===== config.mk =====
export PLATFORM = sky130hd
export DESIGN_NAME = integer_literal_parser
export DESIGN_NICKNAME = d
export VERILOG_FILES = /design/src/design/ilp_pkg.sv /design/src/design/ilp_char_step.sv /design/src/design/integer_literal_parser.sv
export SDC_FILE = /design/constraint.sdc
export NUM_CORES = 1
export LEC_CHECK = 0
export ABC_AREA = 1
export BUFFER_PORTS_ARGS = -buffer_cell sky130_fd_sc_hd__clkbuf_2
export CAP_MARGIN = 25
export CORE_MARGIN = 5
export CORE_UTILIZATION = 30
export DETAILED_ROUTE_END_ITERATION = 8
export HOLD_SLACK_MARGIN = 0.15
export REMOVE_ABC_BUFFERS = 1
export SLEW_MARGIN = 15
export SYNTH_ARGS = -nofsm -noshare
export SYNTH_HDL_FRONTEND = slang
export SYNTH_SLANG_ARGS = --single-unit

===== constraint.sdc =====
create_clock -name clk -period 9.9 [get_ports clk]
set_input_delay 0.495 -clock clk [delete_from_list [all_inputs] [get_ports clk]]
set_output_delay 0.495 -clock clk [all_outputs]
set_load 0.005 [all_outputs]

===== src/design/ilp_pkg.sv =====
package ilp_pkg;

  localparam int DEFAULT_VALUE_WIDTH = 64;
  localparam int RESULT_WIDTH        = 64;

  localparam logic [1:0] MODE_DEC = 2'd0;
  localparam logic [1:0] MODE_HEX = 2'd1;
  localparam logic [1:0] MODE_BIN = 2'd2;

  localparam logic [1:0] POS_MAX = 2'd2;

  localparam logic [7:0] CH_X     = 8'h78;
  localparam logic [7:0] CH_B     = 8'h62;
  localparam logic [7:0] CH_MINUS = 8'h2D;
  localparam logic [7:0] CH_UNDER = 8'h5F;
  localparam logic [7:0] CH_0     = 8'h30;
  localparam logic [7:0] CH_9     = 8'h39;
  localparam logic [7:0] CH_UA    = 8'h41;
  localparam logic [7:0] CH_UF    = 8'h46;
  localparam logic [7:0] CH_LA    = 8'h61;
  localparam logic [7:0] CH_LF    = 8'h66;

  typedef struct packed {
    logic [1:0] radix_mode;
    logic [1:0] char_position;
    logic       negative_sign;
    logic       first_was_zero;
    logic       parsing_stopped;
    logic       overflowed;
  } ctl_t;

  localparam ctl_t CTL_RESET = '{
    radix_mode:      MODE_DEC,
    char_position:   2'd0,
    negative_sign:   1'b0,
    first_was_zero:  1'b0,
    parsing_stopped: 1'b0,
    overflowed:      1'b0
  };

endpackage


===== src/design/ilp_char_step.sv =====
module ilp_char_step #(
  parameter int VALUE_WIDTH = ilp_pkg::DEFAULT_VALUE_WIDTH
) (
  input  logic [7:0]             char_byte,
  input  ilp_pkg::ctl_t          ctl,
  input  logic [VALUE_WIDTH-1:0] acc,
  output ilp_pkg::ctl_t          ctl_next,
  output logic [VALUE_WIDTH-1:0] acc_next
);
  import ilp_pkg::*;

  logic                   is_dec;
  logic                   is_uhex;
  logic                   is_lhex;
  logic                   is_digit;
  logic                   is_skip;
  logic [3:0]             digit;
  logic [VALUE_WIDTH-1:0] scaled;
  logic [VALUE_WIDTH-1:0] sum;

  assign is_dec  = (char_byte >= CH_0) && (char_byte <= CH_9);
  assign is_uhex = (char_byte >= CH_UA) && (char_byte <= CH_UF);
  assign is_lhex = (char_byte >= CH_LA) && (char_byte <= CH_LF);

  always_comb begin
    is_digit = 1'b0;
    is_skip  = 1'b0;
    digit    = 4'd0;
    if (is_dec) begin
      is_digit = 1'b1;
      digit    = 4'(char_byte - CH_0);
    end else if (ctl.radix_mode == MODE_HEX) begin
      if (is_uhex) begin
        is_digit = 1'b1;
        digit    = 4'(char_byte - CH_UA + 8'd10);
      end else if (is_lhex) begin
        is_digit = 1'b1;
        digit    = 4'(char_byte - CH_LA + 8'd10);
      end
    end else if (char_byte == CH_UNDER) begin
      is_skip = 1'b1;
    end
  end

  // multiply by constant radix as shifts and adds
  always_comb begin
    case (ctl.radix_mode)
      MODE_HEX: scaled = acc << 4;
      MODE_BIN: scaled = acc << 1;
      default:  scaled = (acc << 3) + (acc << 1);
    endcase
  end

  assign sum = scaled + VALUE_WIDTH'(digit);

  always_comb begin
    ctl_next = ctl;
    acc_next = acc;
    if (!ctl.parsing_stopped) begin
      if (ctl.char_position == 2'd0 && char_byte == CH_MINUS) begin
        ctl_next.negative_sign = 1'b1;
      end else if (ctl.char_position == 2'd1 && ctl.first_was_zero &&
                   (char_byte == CH_X || char_byte == CH_B)) begin
        ctl_next.radix_mode = (char_byte == CH_X) ? MODE_HEX : MODE_BIN;
      end else begin
        if (ctl.char_position == 2'd0 && char_byte == CH_0) begin
          ctl_next.first_was_zero = 1'b1;
        end
        if (is_digit) begin
          acc_next = sum;
          if (sum < acc) begin
            ctl_next.overflowed      = 1'b1;
            ctl_next.parsing_stopped = 1'b1;
          end
        end else if (!is_skip) begin
          ctl_next.parsing_stopped = 1'b1;
        end
      end
    end
    if (ctl.char_position != POS_MAX) begin
      ctl_next.char_position = ctl.char_position + 2'd1;
    end
  end

endmodule


===== src/design/integer_literal_parser.sv =====
// channel  direction  handshake            payload
// in       to block   in_valid / in_stall  char_byte, last_char
// out      from block out_valid/out_stall  parsed_value, parse_ok
//
// One item per cycle sustained while in_stall stays low.
// Input register, then one shift-add step on the accumulator into the result register.
// Items without last_char never wait on the output side.
// rst is synchronous and clears the parse state and both valid flags.
// in_stall rises only when a last item is held behind an untaken result.
module integer_literal_parser #(
  parameter int VALUE_WIDTH = ilp_pkg::DEFAULT_VALUE_WIDTH
) (
  input  logic                                clk,
  input  logic                                rst,
  input  logic                                in_valid,
  output logic                                in_stall,
  input  logic [7:0]                          char_byte,
  input  logic                                last_char,
  output logic                                out_valid,
  input  logic                                out_stall,
  output logic signed [ilp_pkg::RESULT_WIDTH-1:0] parsed_value,
  output logic                                parse_ok
);
  import ilp_pkg::*;

  logic                   a_valid;
  logic [7:0]             a_char;
  logic                   a_last;
  logic                   a_move;
  logic                   in_accept;
  ctl_t                   ctl;
  ctl_t                   ctl_step;
  logic [VALUE_WIDTH-1:0] acc;
  logic [VALUE_WIDTH-1:0] acc_step;
  logic [VALUE_WIDTH-1:0] value_w;

  ilp_char_step #(.VALUE_WIDTH(VALUE_WIDTH)) u_step (
    .char_byte (a_char),
    .ctl       (ctl),
    .acc       (acc),
    .ctl_next  (ctl_step),
    .acc_next  (acc_step)
  );

  assign a_move    = a_valid && (!a_last || !out_valid || !out_stall);
  assign in_stall  = a_valid && !a_move;
  assign in_accept = in_valid && !in_stall;

  assign value_w = ctl_step.negative_sign ? (~acc_step + VALUE_WIDTH'(1)) : acc_step;

  always_ff @(posedge clk) begin
    if (rst) begin
      a_valid <= 1'b0;
    end else begin
      a_valid <= in_accept || (a_valid && !a_move);
    end
    if (in_accept) begin
      a_char <= char_byte;
      a_last <= last_char;
    end
  end

  always_ff @(posedge clk) begin
    if (rst) begin
      ctl <= CTL_RESET;
      acc <= '0;
    end else if (a_move) begin
      if (a_last) begin
        ctl <= CTL_RESET;
        acc <= '0;
      end else begin
        ctl <= ctl_step;
        acc <= acc_step;
      end
    end
  end

  always_ff @(posedge clk) begin
    if (rst) begin
      out_valid <= 1'b0;
    end else if (a_move && a_last) begin
      out_valid <= 1'b1;
    end else if (!out_stall) begin
      out_valid <= 1'b0;
    end
    if (a_move && a_last) begin
      if (ctl_step.overflowed) begin
        parsed_value <= '0;
        parse_ok     <= 1'b0;
      end else begin
        parsed_value <= RESULT_WIDTH'(signed'(value_w));
        parse_ok     <= 1'b1;
      end
    end
  end

  a_fail_zero: assert property (@(posedge clk) disable iff (rst)
    out_valid && !parse_ok |-> parsed_value == '0)
    else $error("failed parse with nonzero value");

  a_stall_held: assert property (@(posedge clk) disable iff (rst)
    in_stall |-> a_valid && a_last && out_valid)
    else $error("input stalled without a held last item");

  a_clear_after_last: assert property (@(posedge clk) disable iff (rst)
    a_move && a_last |=> ctl == CTL_RESET && acc == '0)
    else $error("parse state not cleared after last item");

  a_ovf_stops: assert property (@(posedge clk) disable iff (rst)
    ctl.overflowed |-> ctl.parsing_stopped)
    else $error("overflow without stop");

  a_pos_sat: assert property (@(posedge clk) disable iff (rst)
    ctl.char_position != 2'd3)
    else $error("char position beyond saturation");

endmodule

======== Word level (Yosys, flattened, before mapping) ========
Cells that the tools add are included.
operators by class
  $add $sub $neg .......................... 9
  $lt $le $gt $ge ......................... 7
  equal/unequal tests ..................... 13
  mux-type cells .......................... 36
  bitwise logic cells ..................... 1
  reductions and logical operators ........ 27
operator list
  operator               count
  $mux 64                6
  $pmux 64 s2            1
  $add 64x1->64 const B  1
  $add 64x4->64          1
  $add 64x64->64         1
  $lt 64x64->1           1
  $not 64->64            1
  $eq 8x7->1 const B     3
  $mux 4                 5
  $eq 8x6->1 const B     2
  $ge 8x7->1 const B     2
  $le 8x7->1 const B     2
  $mux 1                 15
  $mux 2                 6
  $sub 4x1->4 const B    3
  $logic_and 1x1->1      11
  $add 4x4->4 const B    2
  $ge 8x6->1 const B     1
  $le 8x6->1 const B     1
  $mux 8                 1
  $ne 2x2->1 const B     4
  $mux 3                 2
  $reduce_bool 2->1      3
  $logic_not 1->1        5
  other kinds (9)        13
word-level totals
  register bits after elaboration ......... 148
  output and inout port bits .............. 67

======== Depth between registers and ports, before layout ========
Gate-level depths: netlist of run 1.
  word-level depth ........................ 14
  depth in mapped cells ................... 46
  gate-level depth less buffers ........... 45

======== Modules after synthesis ========
A second synthesis of run 1 with hierarchy kept.
unflattened totals
  cell total of the unflattened synthesis .. 3521
  area total of the unflattened synthesis .. 19677.6 µm²
modules (own cells, without submodules)
  module                  instances  cells an instance  area each (µm²)  seq. area each (µm²)
  ilp_char_step           1          2558               12398.1          0.0
  integer_literal_parser  1          963                7279.5           3703.6

======== Worst setup path before layout of run 1 ========
No wires, ideal clock.
  kind .................................... reg2reg
  start point ............................. register, netlist name ctl[6]
  end point ............................... register parsed_value[21] (netlist name) (data pin)
  library setup time ...................... 0.270 ns
  data arrival time ....................... 6.083 ns
  setup slack ............................. 3.547 ns
  stages on the path, launching flop included .. 44
  path buffers ............................ 8
  clock period less this slack ............ 6.353 ns
  path through ............................ dfxtp_1 > inv_1 > ha_1 > buf_2 > buf_2 > buf_4 > buf_2 > buf_2 > buf_1 > nor2_1 > nor2_1 > ha_1 > fa_1 > nand2_1 > nand2_1 > nand3_1 > nor2_2 > nand3_2 > [... 8 more ...] > nor2_1 > nand4_1 > nor3_1 > xor2_1 > inv_1 > ha_1 > nand2_1 > nor2_1 > nand4_1 > nor4_1 > nand3_1 > o2111ai_1 > a211oi_1 > nand3_1 > nand2_1 > clkbuf_1 > buf_1 > a21oi_1
on the way
  cells in the longest elaborated chain, start to end .. 11
RTL lines
  what                    line                                      RTL
  $eq 2x1->1              ilp_char_step.sv:32, ilp_char_step.sv:47
  $mux 4                  ilp_char_step.sv:32                       end else if (ctl.radix_mode == MODE_HEX) begin
  $mux 4                  ilp_char_step.sv:29                       if (is_dec) begin
  $add 64x4->64           ilp_char_step.sv:54                       assign sum = scaled + VALUE_WIDTH'(digit);
  $mux 64                 ilp_char_step.sv:69                       if (is_digit) begin
  $mux 64                 ilp_char_step.sv:62                       end else if (ctl.char_position == 2'd1 && ctl.first_was_zero &&
  $mux 64                 ilp_char_step.sv:60                       if (ctl.char_position == 2'd0 && char_byte == CH_MINUS) begin
  $mux 64                 ilp_char_step.sv:59                       if (!ctl.parsing_stopped) begin
  $not 64->64             integer_literal_parser.sv:49              assign value_w = ctl_step.negative_sign ? (~acc_step + VALUE_WIDTH'(1)) : acc_step;
  $add 64x1->64           integer_literal_parser.sv:49
  $mux 64                 integer_literal_parser.sv:49
  end signal: assignment  integer_literal_parser.sv:91              parsed_value <= RESULT_WIDTH'(signed'(value_w));
  end: declaration        integer_literal_parser.sv:21              output logic signed [ilp_pkg::RESULT_WIDTH-1:0] parsed_value,
Parallel ways exist; a longest one is shown, timed or not. The select of a mux whose other input is x is not followed.
A chain may end at the register's enable or synchronous reset.

======== Worst setup path after layout of run 1 ========
  start point ............................. register, netlist name ctl[6]
  end point ............................... register parsed_value[52] (netlist name) (data pin)
on the way
  cells in the longest elaborated chain, start to end .. 11
RTL lines
  what           line
  $eq 2x1->1     ilp_char_step.sv:32, ilp_char_step.sv:47
  $mux 4         ilp_char_step.sv:32
  $mux 4         ilp_char_step.sv:29
  $add 64x4->64  ilp_char_step.sv:54
  $mux 64        ilp_char_step.sv:69
  $mux 64        ilp_char_step.sv:62
  $mux 64        ilp_char_step.sv:60
  $mux 64        ilp_char_step.sv:59
  $not 64->64    integer_literal_parser.sv:49
  $add 64x1->64  integer_literal_parser.sv:49
  $mux 64        integer_literal_parser.sv:49
Parallel ways exist; a longest one is shown, timed or not. The select of a mux whose other input is x is not followed.

==> out/qor.yml, run 1 <==
grt_pass1_wl_mm: 109.0
grt-ovfl-total: 0
critical_path_peak_fanout: 82
ys_warn_count: 0
core_sq_mm: 0.06435
crit_path_end_kind: "flop"
start_kind: "flop"
skew_ps: 19.44
fillerInstances: 7157
clkSinkCount: 148
finalMaxSlewViolations: 0
synth_area_leaders: "nand2_1 (23%), edfxtp_1 (11%), inv_1 (9.7%), ha_1 (8.8%), nand3_1 (8.0%)"
yosysSeqAreaShare_pct: 19.06
ant_nets: 0
vias: 21174
path_delay_family: "simple AND/OR/NAND/NOR gates"
status: "finished, final reports clean"
synth_cells: 3357
synth_edf_count: 74
fin_ws_ps: 2161
crit_buf_inv: 5
clock_latency_ps: 470
wire_per_inst_microns: 16.38
worst_slew_pin_slew_ps: 1019
hold_viol_final: 0
finalCritPeriodShare_pct: 78.17
yosys.area.top_type: "nand2_1"
die_h_microns: 264.5
drt-pass1-iter-count: 5
critPathKind: "reg2reg"
min_path_type: "in2reg"
grt_use_total_pct: 19.39
grt_pass1_vias: 19777
cp.arrival_ps: 7950
mostFrequentLayoutCells: "nand2_1 (1212), inv_1 (500), nand3_1 (310)"
cts_root_buf: "clkbuf_16"
min_period_ps: 7739
drive_above_1_share_pct: 10.52
routed_wl_mm: 69.76
start_util_pct: 30.19
layout_commonest_cell: "nand2_1"
ys_ff_latch: 148
htree_levels: 4
drc: 0
max_freq_mhz: 129.2
final_core_util_pct: 33.04
p_per_area_mw_per_mm2: 78.35
cts_buffers: 17
ctsResizeCount: 0
placementRows: 93
setup_tns_ps: 0
synth_flop_cell: "edfxtp_1"
gp_congestion: 0.9757
setup_viol: 0
fin_nets: 3542
cts_setup_buffers: 0
ys_types: 55
dp_hpwl_mm: 56.19
max-cap-violations: 0
dieArea_sq_mm: 0.06994
cp.required_ps: 10110
ioPinCount: 80
grt_start_max_net_pins: 83
max_stage_delay_ps: 790
syn_avg_cell_area_sq_um: 5.787
antennaDiodeCount: 0
clockBufferDepth: 2
die_x_microns: 264.5
netlist_area_sq_mm: 0.01943
rsz0062_at_grt: "no"
synthArstFlopShare_pct: 0
antenna_found_initial: 0
place_worst_setup_slack_ps: 2193
fin_hold_ws_ps: 211.7
cts_tree: "done"
drt_iter0_drc: 1924
p_leak_uw: 0.01094
port_buffers: 79
viasPerCell: 4.973
clk_pin_slew_ps: 70
area_growth_pct: 9.436
cts-hold-fix-buffers: 0
cp_slowest_cell: "clkinv_1"
yosys.area.top_type_share_pct: 23.44
peakVddDrop_mv: 0.07303
slew_headroom_pct: 32.09
[kinds of logic (layout without fill, tap and decap cells)]
family / count (synthesis) / in the layout / synth area share, %
compound gates: 380 / 380 / 11.30
fa+ha+maj: 139 / 139 / 9.030
flops: 148 / 148 / 19.06
buf+inv: 613 / 659 / 12.24
simple gates: 2065 / 2065 / 47.83
xor+xnor: 12 / 12 / 0.5410
[metal layers]
layer | wire length (microns) | track usage (%) | vias to the layer above
met5 | 0 | 0 | -
met4 | 1974 | 5.930 | 0
met3 | 5144 | 2.552 | 101
met2 | 29250 | 29.58 | 682
met1 | 33390 | 28.48 | 9558
li1 | - | - | 10833
[registers in the layout, summed over array words and instances, names as in the netlist]
register,cells
acc,64
a_char,8
a_valid,1
parse_ok,1
ctl,8
a_last,1
parsed_value,64
out_valid,1
[power breakdown]
group / leakage, uW / internal [uW] / switching [uW] / total (uW)
sequential: 0.00133 / 652 / 7.54 / 659
clock: 0.000282 / 398 / 305 / 703
combinational: 0.00933 / 88.8 / 214 / 303
[per-stage QoR]
stage / area [sq um] / power (uW) / std cells
final: 21260 / 1666 / 4258
after floorplan: 19060 / 869.1 / 3279
after global routing: 21260 / 1729 / 4258
after detailed placement: 20640 / 969.8 / 4225
after CTS: 21240 / 1668 / 4257
after global placement: 20620 / 969.1 / 4224
[path summary, 6_finish.rpt]
check                             from                        endpoint  slack (ps)  cells past startpoint
setup / recovery   ctl[6]$_SDFFE_PP0P_  parsed_value[52]$_SDFFCE_PP0P_        2160                     39
hold / removal            char_byte[7]             a_char[7]$_DFFE_PP_         210                      1
setup reg to reg   ctl[6]$_SDFFE_PP0P_  parsed_value[52]$_SDFFCE_PP0P_        2160                     39
hold reg to reg   acc[63]$_SDFFE_PP0P_            acc[63]$_SDFFE_PP0P_         470                      2
[final cells by class]
cell class                 instances  area, sq um  area share (%)
tap                              855         1070           5.032
clock inverter                    11        153.9          0.7239
sequential                       148         3704           17.42
timing repair buffer              92        518.0           2.437
inverter                         535         2008           9.446
multi-input combinational       2596        13370           62.87
clock buffer                      21        440.4           2.072
[synth_stat cells (all sizes together), types with 5 or more instances]
master and n:
o21bai 7, o21ai 77, ha 137, or2 18, nand2 1279, a21oi 219, buf 47, dfxtp 74
o221ai 41, clkbuf 31, clkinv 10, nand4 60, nand3 352, edfxtp 74, a211oi 6, o22ai 16
nor3 12, xor2 10, o21a 5, nor2 333, inv 525, and2 6
No activity file was read; power rests on OpenSTA's default activity.
==> run 2: changes to the inputs <==
clock period = 7.3 ns   (was 9.9 ns; I/O delays follow)
==> out/qor.yml, run 2 (same netlist as run 1, synthesis figures left out) <==
stdcell_count: 4267
antenna_found_initial: 0
dp_hpwl_mm: 56.71
cts_buffers: 17
cp.required_ps: 7500
crit_path_end_kind: "flop"
switchingPower_uw: 690.9
min_period_ps: 6547
worst_slew_pin_slew_ps: 987.1
grt-ovfl-total: 0
r2r_start: "a_char[1]$_DFFE_PP_"
hp-start: "in_valid"
placed_area_sq_mm: 0.02064
critical_path_peak_fanout: 39
htree_levels: 4
vias: 21037
core_sq_mm: 0.06435
status: "finished, final reports clean"
cp.arrival_ps: 6750
dpl.cell_count: 4226
cp_slowest_cell: "edfxtp_1"
critPathLaunch: "a_char[1]$_DFFE_PP_"
antennaDiodeCount: 0
ioPinCount: 80
clock_latency_ps: 460
layout_commonest_cell: "nand2_1"
drt-pass1-iter-count: 5
drt_iter0_drc: 1721
dieArea_sq_mm: 0.06994
clkPwrFrac_pct: 38.9
skew_ps: 22.22
grt_pass1_wl_mm: 107.5
start_kind: "flop"
cts_root_buf: "clkbuf_16"
max_stage_delay_ps: 460
p_seq_share_pct: 41.9
placementRows: 93
die_h_microns: 264.5
start_util_pct: 30.19
crit_top_cell: "nand2_1"
finalCritPeriodShare_pct: 89.69
routed_wl_mm: 69.14
p_leak_uw: 0.01093
mostFrequentLayoutCells: "nand2_1 (1212), inv_1 (500), nand3_1 (310)"
port_buffers: 79
ant_nets: 0
max_freq_mhz: 152.7
peakVddDrop_mv: 0.1234
drc: 0
p_int_uw: 1443
fin_nets: 3551
drive_above_1_share_pct: 10.55
rsz0062_at_grt: "no"
reg_top3: "acc (64), parsed_value (64)"
gp_congestion: 0.9470
min_path_type: "in2reg"
wire_per_inst_microns: 16.20
finalInstanceArea_sq_mm: 0.02126
die_x_microns: 264.5
cts_tree: "done"
setup_viol: 0
swShare_pct: 32.38
combPwrFrac_pct: 19.2
area_growth_pct: 9.455
finalMaxSlewViolations: 0
max-cap-violations: 0
slew_headroom_pct: 34.19
viasPerCell: 4.930
grt_start_max_net_pins: 72
clk_pin_slew_ps: 60
clockBufferDepth: 2
clkSinkCount: 148
grt_pass1_vias: 19156
hold_viol_final: 0
grt_use_total_pct: 19.10
power_uw: 2134
p_per_area_mw_per_mm2: 100.4
critPathKind: "reg2reg"
## run 2: changes by cell type in the layout (fill, tap and decap cells not counted), sizes merged
| cell | previous run | this run |
|---|---|---|
| clkinv | 16 | 17 |
| dlygate4sd3 | 0 | 9 |
| bufinv | 3 | 0 |
| clkinvlp | 2 | 3 |
| inv | 525 | 526 |
## run 2: final cells by class
| cell class | instances | area (sq um) |
|---|---|---|
| timing repair buffer | 101 | 583.1 |
| fill | 7233 | 43090 |
| clock buffer | 21 | 440.4 |
| inverter | 535 | 2008 |
| sequential | 148 | 3704 |
| multi-input combinational | 2596 | 13380 |
| clock inverter | 11 | 81.33 |
| tap | 855 | 1070 |
## run 2: power groups by stage
stage	Sequential (uW)	Combinational (uW)	Clock, uW
after global placement	913	399	0
after CTS	894	405	848
after detailed placement	913	400	0
after floorplan	910	269	0
final	894	409	831
after global routing	895	452	874
## run 2: per-layer routing
layer | part of all wire (%) | wire, microns | global-route usage, %
met2 | 42 | 29050 | 29.00
met4 | 2.4 | 1670 | 5.161
met5 | 0 | 0 | 0
met3 | 5.7 | 3972 | 2.172
met1 | 50 | 34450 | 28.62
## run 2: through the flow
step	worst slack [ps]	setup TNS, ps	util, %	hold WS [ps]
2_1_floorplan	-1087	-42670	-	434.1
3_3_place_gp	826.8	0	32.08	456.4
3_5_place_dp	594.1	0	32.08	466.0
4_1_cts	563.8	0	33.03	153.2
5_1_grt	117.2	0	33.04	181.1
6_report	752.7	0	33.04	185.5
## run 2: final timing paths
check	endpoint	slack, ps	cells past startpoint
max	parsed_value[44]$_SDFFCE_PP0P_	750	42
min	a_valid$_SDFF_PP0_	190	3
max reg2reg	parsed_value[44]$_SDFFCE_PP0P_	750	42
min reg2reg	acc[63]$_SDFFE_PP0P_	480	2
## run 2: repair_timing
item                       4_1_cts  5_1_grt
buffers inserted                 0        0
setup endpoints to repair        0       26
gates resized for setup          0        2
hold endpoints to repair         9        0
hold buffers                     9        0
## run 2: critical path: cells and delay by family (launching register included)
| family | cells | cell delay, ps |
|---|---|---|
| AND/OR/NAND/NOR | 29 | 3590 |
| buffers and inverters | 6 | 790 |
| adder cells (fa/ha/maj) | 3 | 750 |
| AO/OA/AOI/OAI | 3 | 470 |
| flip-flops | 1 | 460 |
| XOR/XNOR | 1 | 250 |
==> run 3: changes to the inputs <==
ABC_AREA = 0   (was 1)
==> out/qor.yml, run 3 <==
status: "finished, final reports clean"
start_kind: "flop"
grt_pass1_vias: 18941
crit_top_cell: "a21oi_2"
clockBufferDepth: 2
grt_start_max_net_pins: 98
peakVddDrop_mv: 0.1944
crit_path_end_kind: "flop"
ys_ff_latch: 148
fin_nets: 2719
clock_latency_ps: 500
area_growth_pct: 23.79
ys_top_cells_by_count: "nor2_1 (295), nand2_1 (187), a21oi_1 (173)"
yosys.area.top_type_share_pct: 12.63
grt-ovfl-total: 0
highest_layer: "met4"
wl_met1_mm: 31.89
dp_hpwl_mm: 54.63
skew_ps: 13.42
cts_tree: "done"
reg2reg_setup_slack_ps: 180
core_sq_mm: 0.05792
ys_warn_count: 0
critical_path_peak_fanout: 9
p_leak_uw: 0.008685
grt_use_total_pct: 21.63
clk_pin_slew_ps: 60
drt_iter0_drc: 1740
ys_types: 111
cts_buffers: 17
placementRows: 88
r2r.worst_path.cells: 34
setup_viol: 0
hold_depth: 3
die_h_microns: 252.1
max_stage_delay_ps: 610
p_per_area_mw_per_mm2: 98.10
rsz0062_at_grt: "yes"
die_x_microns: 252.1
yosysSeqAreaShare_pct: 21.06
synth_area_leaders: "edfxtp_1 (13%), ha_1 (9.7%), dfxtp_1 (8.4%), nor2_1 (6.3%), a21oi_1 (4.9%)"
final_core_util_pct: 37.59
antennaDiodeCount: 0
fillerInstances: 6098
drc: 0
vias: 19692
ioPinCount: 80
clkSinkCount: 148
min_path_type: "in2reg"
ant_nets: 0
reg_top3: "acc (64), parsed_value (64)"
max-cap-violations: 0
grt_pass1_wl_mm: 109.3
slew_headroom_pct: 26.55
syn_avg_cell_area_sq_um: 7.565
cp_slowest_cell: "or4_4"
stdcell_count: 3345
max_freq_mhz: 140.4
r2r_start: "a_char[1]$_DFFE_PP_"
fin_ws_ps: 178.9
wl_met2_mm: 33.20
worst_slew_pin_slew_ps: 1102
r2r_end: "parsed_value[5]$_SDFFCE_PP0P_"
synth_flop_cell: "edfxtp_1"
layout_commonest_cell: "nor2_1"
routed_wl_mm: 71.85
start_util_pct: 30.37
synthArstFlopShare_pct: 0
worstSetupEndpoint: "parsed_value[5]$_SDFFCE_PP0P_"
drt-pass1-iter-count: 6
cp.arrival_ps: 7380
hold_viol_final: 0
viasPerCell: 5.887
place_worst_setup_slack_ps: -654.6
wire_per_inst_microns: 21.48
power_uw: 2136
htree_levels: 4
netlist_area_sq_mm: 0.01759
yosys.area.top_type: "edfxtp_1"
dpl.cell_count: 3278
finalMaxSlewViolations: 0
synth_cells: 2325
port_buffers: 79
gp_congestion: 0.9572
drive_above_1_share_pct: 21.59
critPathLaunch: "a_char[1]$_DFFE_PP_"
fin_hold_ws_ps: 445.1
met3_length_mm: 3.984
min_period_ps: 7121
cp.required_ps: 7550
critPathKind: "reg2reg"
finalCritPeriodShare_pct: 97.55
mostFrequentLayoutCells: "nor2_1 (291), buf_4 (257), nand2_1 (179)"
synth.most_common_cell: "nor2_1"
dieArea_sq_mm: 0.06357
antenna_found_initial: 0
cts_root_buf: "clkbuf_16"
synth_edf_count: 74
## run 3: power by group
group | leakage [uW] | switching (uW) | internal, uW
registers | 0.00127 | 8.04 | 885
logic | 0.00717 | 220 | 146
clock network | 0.000252 | 411 | 466
total | 0.00868 | 639 | 1500
## run 3: layout make-up
class                   instances  area, sq um  share of cell area, %
multi-input cells            1926        13420                  61.63
flip-flops and latches        148         3704                  17.01
repair buffers                366         2738                  12.57
well taps                     765        957.2                  4.396
clock buffers                  20        436.7                  2.006
inverters                     108        410.4                  1.885
clock inverters                12        108.9                 0.5000
## run 3: timing repair
action	4_1_cts	5_1_grt
gates resized for setup	20	99
hold endpoints to repair	11	0
pin swaps	8	52
cloned	0	4
buffers inserted	1	16
hold buffers	12	0
endpoints found under the setup margin	67	67
## run 3: how the worst min path moves through the flow
stage,start,end,slack (ps)
after floorplan,rst,a_valid$_SDFF_PP0_,430
after global placement,acc[63]$_SDFFE_PP0P_,acc[63]$_SDFFE_PP0P_,480
after detailed placement,acc[63]$_SDFFE_PP0P_,acc[63]$_SDFFE_PP0P_,490
after CTS,rst,acc[21]$_SDFFE_PP0P_,420
after global routing,rst,acc[21]$_SDFFE_PP0P_,460
final,rst,acc[21]$_SDFFE_PP0P_,450
## run 3: kinds of logic after synthesis
| kind of cell | after synthesis | share of synthesized area [%] |
|---|---|---|
| XOR/XNOR | 105 | 5.229 |
| buffers and inverters | 251 | 5.712 |
| adder cells (fa/ha/maj) | 139 | 9.974 |
| flip-flops | 148 | 21.06 |
| AND/OR/NAND/NOR | 906 | 26.71 |
| multiplexers | 31 | 1.885 |
| AO/OA/AOI/OAI | 745 | 29.43 |
## run 3: stage by stage
step                instance area [sq um]  setup TNS [ps]
floorplan                           16990         -163510
global placement                    20320          -23930
detailed placement                  20320          -38940
CTS                                 21090               0
global route                        21770           -8269
finish                              21770               0
## run 3: worst max-delay path: cells and delay by family, from the launching register on
kind / cells / cell delay (ps)
XOR/XNOR: 1 / 170
AO/OA/AOI/OAI: 12 / 1920
adder cells (fa/ha/maj): 4 / 900
flip-flops: 1 / 390
AND/OR/NAND/NOR: 12 / 2570
buffers and inverters: 5 / 850
## run 3: routing by layer
layer / GRT usage (%) / up-vias
met5: 0 / -
met4: 9.088 / 0
met3: 3.139 / 125
met2: 35.23 / 656
met1: 28.73 / 9577
li1: - / 9334
